### config.mk
export PLATFORM = sky130hd
export DESIGN_NAME = tcw_cursor
export DESIGN_NICKNAME = d
export VERILOG_FILES = /design/src/hw/rtl/tcw_pkg.sv /design/src/hw/rtl/tcw_cursor.sv
export SDC_FILE = /design/constraint.sdc
export NUM_CORES = 1
export LEC_CHECK = 0
export BUFFER_PORTS_ARGS = -buffer_cell sky130_fd_sc_hd__buf_2
export CAP_MARGIN = 10
export CORE_MARGIN = 2
export CORE_UTILIZATION = 40
export CTS_CLUSTER_DIAMETER = 200
export DETAILED_ROUTE_END_ITERATION = 8
export MAX_ROUTING_LAYER = met4
export PLACE_DENSITY_LB_ADDON = 0.3
export SYNTH_ARGS = -nofsm -noshare
export SYNTH_HDL_FRONTEND = slang
export SYNTH_SLANG_ARGS = --single-unit
export TNS_END_PERCENT = 30
### constraint.sdc
create_clock -name clk -period 3.43 [get_ports clk]
set_clock_uncertainty 0.15 [all_clocks]
set_input_delay 0.5145 -clock clk [delete_from_list [all_inputs] [get_ports clk]]
set_output_delay 0.5145 -clock clk [all_outputs]
set_load 0.03 [all_outputs]
### src/hw/rtl/tcw_pkg.sv
package tcw_pkg;

    typedef enum logic [1:0] {
        ST_IDLE,
        ST_BLANK,
        ST_WRITE,
        ST_DONE
    } state_t;

    // cursor update request, at most one member high in a cycle
    typedef struct packed {
        logic home;
        logic jump;
        logic advance;
    } cursor_cmd_t;

    localparam logic       KIND_PUT  = 1'b0;
    localparam logic       KIND_READ = 1'b1;

    localparam logic       REG_HIGH_NIBBLE = 1'b0;
    localparam logic       REG_LOW_NIBBLE  = 1'b1;

    localparam logic [3:0] HIGH_NIBBLE_RESET = 4'd2;
    localparam logic [3:0] LOW_NIBBLE_RESET  = 4'd8;

    localparam logic [7:0] BLANK_CHAR   = 8'h20;
    localparam logic [7:0] BLANK_ATTR   = 8'h0F;
    localparam logic [7:0] NEWLINE_CODE = 8'h0A;
    localparam logic [7:0] NULL_CODE    = 8'h00;

endpackage

### src/hw/rtl/tcw_cursor.sv
module tcw_cursor #(
    parameter int ROW_CELLS = 80,
    parameter int CW        = 11
) (
    input  logic                clk,
    input  logic                rst_n,
    input  tcw_pkg::cursor_cmd_t cmd,
    output logic [CW-1:0]       cursor,
    output logic [CW:0]         next_row
);

    localparam int CLW = $clog2(ROW_CELLS);

    // row_base tracks cursor rounded down to a row start, so no divider is needed
    logic [CW-1:0]  cursor_reg,   cursor_next;
    logic [CW-1:0]  row_base_reg, row_base_next;
    logic [CLW-1:0] col_reg,      col_next;

    assign next_row = {1'b0, row_base_reg} + (CW + 1)'(ROW_CELLS);
    assign cursor   = cursor_reg;

    always_comb
    begin
        cursor_next   = cursor_reg;
        row_base_next = row_base_reg;
        col_next      = col_reg;
        priority if (cmd.home)
        begin
            cursor_next   = '0;
            row_base_next = '0;
            col_next      = '0;
        end
        else if (cmd.jump)
        begin
            cursor_next   = next_row[CW-1:0];
            row_base_next = next_row[CW-1:0];
            col_next      = '0;
        end
        else if (cmd.advance)
        begin
            cursor_next = cursor_reg + 1'b1;
            if (col_reg == CLW'(ROW_CELLS - 1))
            begin
                col_next      = '0;
                row_base_next = next_row[CW-1:0];
            end
            else
            begin
                col_next = col_reg + 1'b1;
            end
        end
    end

    always_ff @(posedge clk or negedge rst_n)
    begin
        if (!rst_n)
        begin
            cursor_reg   <= '0;
            row_base_reg <= '0;
            col_reg      <= '0;
        end
        else
        begin
            cursor_reg   <= cursor_next;
            row_base_reg <= row_base_next;
            col_reg      <= col_next;
        end
    end

endmodule
**Word-level counts from Yosys, hierarchy flattened**

Cells that the tools add are included.

- Bits of input ports: 5
- Logic and storage cells: 21
- Output and inout bits: 23
- Register bits after elaboration: 29

- Multiplexer cells: 11
- Equality and inequality tests: 1
- Add/subtract/negate cells: 3
- Reduce and logical (&&, ||, !) cells: 3

Operators by type and width:

| operator | number |
|---|---|
| two-way mux 11 bit | 7 |
| two-way mux 7 bit | 4 |
| adder 11 x 7 -> 12 bit (second input constant) | 1 |
| adder 11 x 1 -> 11 bit (second input constant) | 1 |
| adder 7 x 1 -> 7 bit (second input constant) | 1 |
| == test 7 bit (second input constant) | 1 |
| nonzero test 3 bit | 2 |
| AND reduction 2 bit | 1 |

**Logic depth before layout (Yosys ltp)**

- Depth in word-level cells: 5
- Gate-level depth with buffers: 6
- Gate-level depth less buffers: 5

**Worst setup path after synthesis**

OpenSTA, ideal clock, no wires.

- Kind: reg2out
- Start: reg row_base_reg[6]
- End: out next_row[9]
- Cell stages (with the launch flop): 4
- Arrival time: 1.374 ns
- Slack: 1.392 ns
- Path buffers: 0
- Data required time: 2.765 ns
- Path through: dfrtp_1 > a21oi_1 > nor2_1 > xor2_1

- Cells in the longest elaborated chain, start to end: 1

Ends and longest elaborated chain:

| item | line | RTL |
|---|---|---|
| start, declared | tcw_cursor.sv:16 | `logic [CW-1:0] row_base_reg, row_base_next;` |
| start signal, assigned | tcw_cursor.sv:65 | `row_base_reg <= row_base_next;` |
| adder 11 x 7 -> 12 bit | tcw_cursor.sv:19 | `assign next_row = {1'b0, row_base_reg} + (CW + 1)'(ROW_CELLS);` |
| end, declared | tcw_cursor.sv:9 | `output logic [CW:0] next_row` |

No other way between the ends.

**Worst setup path after layout**

Ends and elaborated chain as after synthesis.

==> results.txt <==
----------------------------------------------------
[Floorplanning]
  Initial cell density of the core ... 0.416
  Count of boundary I/O pins ... 28
  Area enclosed by the die boundary ... 0.00393 mm2
  Core Box Area ... 0.00331 mm2
  Standard-cell rows ... 21
  Die W ... 62.7 um
  Vertical die dimension ... 62.7 um

[Global routing]
  Total congestion overflow ... 0
  Pin count of the biggest net entering global routing ... 26
  Global-route total usage across every layer ... 0.163
  Global-route wire length before repair ... 5130 um
  Number of antenna violations at the first check in global routing ... 0
  Via count of the first global-routing pass ... 1100

[Clocking]
  Clock Root Buffer ... clkbuf_4
  Worst-Skew Late Latency ... 330 ps
  Cells resized by post-CTS repair ... 0
  Total CTS buffers ... 3
  Clock tree from TritonCTS ... yes
  CTS clock-pin slew for the worst setup and hold paths ... 160 ps
  Count of H-tree levels built during CTS ... 1
  Clock sink count ... 25
  CTS hold repair buffers ... 0
  Post-CTS Setup Repair Bufs ... 0
  Number of buffers on the longest clock path ... 2

[Worst hold path]
  Worst hold path class ... input port to async pin

[Yosys]
  Count of distinct cell types in the synthesized netlist ... 32
  Number of standard cells after synthesis ... 148
  Number of enable flip-flop cells after synthesis ... 0
  Commonest cells in the netlist ... dfrtp_1 (25), nor2_1 (17), a21oi_1 (13)
  Count of yosys warnings during synthesis ... 0
  Area of the mapped netlist ... 0.00138 mm2
  Share of the synthesized area in the top cell type ... 0.455
  Most common cell in the synthesized netlist ... dfrtp_1
  Synthesized area divided by synthesized cell count ... 9.30 um2
  Dominant register cell in the synthesized netlist ... dfrtp_1
  Flop and latch count out of synthesis ... 25
  Proportion of synthesized chip area in sequential cells ... 0.455
  Async S/R FF share, synth ... 1.00
  Most area-hungry cell type in the Yosys netlist ... dfrtp_1
  Largest cells by area after synthesis ... dfrtp_1 (45%), xnor2_1 (6.4%), a21oi_1 (4.7%)

[Timing]
  Unrepaired setup endpoints after global routing ... no
  Final Cycle Share ... 0.707
  Actual slew at the worst max-slew pin ... 778 ps
  Final hold violation count ... 0
  Time the worst path needs with I/O delays and setup ... 2430 ps
  Worst-case hold slack ... 1.75 ps
  Worst slew slack as a fraction of its limit ... 0.481
  F_max ... 0.412 GHz
  Sum of negative setup slack ... 0 ps
  Setup-violating endpoint count in the final report ... 0
  Total count of max-transition violations in the final report ... 0

[Outcome]
  Status ... completed

[Route]
  Number of iterations in the first detailed-routing pass ... 4
  Per-cell routed wire length ... 13.2 um
  WL final ... 2850 um
  Vias ... 1184
  Drt first-iter violations ... 83
  Per-cell via count in the routed design ... 5.51
  Number of routed nets with antenna violations ... 0
  Remaining DRCs ... 0

[Final layout]
  Largest register FFs ... 11
  Non-Filler Cell Area, Final ... 0.00154 mm2
  # diodes ... 0
  Post-layout nets ... 178
  Area growth from synthesis to layout ... 11.9%
  Fraction of layout instances using a drive strength above 1 ... 0.166
  Post-layout utilization of the core ... 0.465
  Count of filler cells inserted in the layout ... 334

[Critical path]
  Minimum setup slack among reg-to-reg paths ... 1380 ps
  CP Data Required Time ... 2770 ps
  Instance count on the critical path ... 4
  Crit end category ... output pin
  CP bufs+invs ... 1
  Crit Path Max Fanout ... 7
  Setup crit start kind ... flip-flop
  Worst endpoint data arrival time ... 1760 ps
  CP max-delay cell ... dfrtp_1
  Longest individual stage delay on the worst path ... 470 ps
  Worst path top cell family by delay ... flip-flops
  Path type of the worst setup path ... flip-flop to output pin
  Cell-by-cell trace of the critical path ... a21oi_1, nor2_1, xor2_1, buf_2
  Logic depth of the worst register-to-register path ... 5

[Power and ir drop]
  Pwr Total ... 566 uW
  Leakage Power ... 0.000695 uW
  Maximum vdd drop ... 265 uV
  Power per standard cell area ... 367 mW/mm2

[Placement]
  PortBufs ... 23
  Post-detailed-placement half-perimeter wirelength ... 2080 um
  Instance area at placement ... 0.00151 mm2
  GP Congestion ... 0.795

[Run]
  Maxcap violations ... 0

----------------------------------------------------
-- path summary, 6_finish.rpt --
check                                startpoint               to
max in group asynchronous                 rst_n        cursor[3]
worst min-delay path                      rst_n  row_base_reg[9]
min in group clk                         cmd[1]        cursor[4]
worst min register to register  row_base_reg[4]        cursor[4]
worst max-delay path            row_base_reg[6]      next_row[9]
worst max register to register       col_reg[0]  row_base_reg[5]
-- area by class of cell --
class	count	area (um2)	share of cell area
Clock inverter	1	7.51	0.00487
Tap cell	46	57.6	0.0374
Timing Repair Buffer	23	115	0.0747
Sequential cell	25	626	0.406
Multi-Input combinational cell	114	701	0.455
Clock buffer	3	22.5	0.0146
Inverter	3	11.3	0.00731
-- per-layer routing --
| layer | vias to the layer above | track usage | wire length, um |
|---|---|---|---|
| met4 | 0 | 0.0417 | 25 |
| met5 | - | - | 0 |
| met1 | 574 | 0.227 | 1340 |
| li1 | 569 | - | - |
| met3 | 2 | 0.0324 | 155 |
| met2 | 39 | 0.246 | 1320 |
-- cells in the final DEF, fill, tap and decap left out, types with 4 or more instances in the layout --
master / n
dfrtp_1: 25
conb_1: 4
or3_1: 6
a21oi_1: 13
nor2_1: 17
nand2_1: 10
o21ai_0: 6
o21ai_1: 4
buf_2: 23
xnor2_1: 10
nand4_1: 7
xor2_1: 5
-- logic make-up after synthesis --
logic type / after synthesis / synth area share
XOR/XNOR: 15 / 0.0955
multiplexers: 2 / 0.0145
AO/OA/AOI/OAI: 33 / 0.144
buffers and inverters: 12 / 0.0445
flip-flops: 25 / 0.455
other: 1 / 0.00272
adder cells (fa/ha/maj): 3 / 0.0273
AND/OR/NAND/NOR: 57 / 0.217
-- report_power, final --
| part | internal, uW | switching [uW] | total, uW |
|---|---|---|---|
| logic | 29.7 | 73.7 | 103 |
| registers | 306 | 14.6 | 321 |
| clock network | 44.6 | 97.2 | 142 |
-- stage by stage --
step                      setup slack, ps  cells
after floorplan                      1390    151
after detailed placement             1310    211
after CTS                             980    215
final                                1000    215
after global placement               1370    211
after global routing                  835    215
Power figures use the tool's default switching activity.
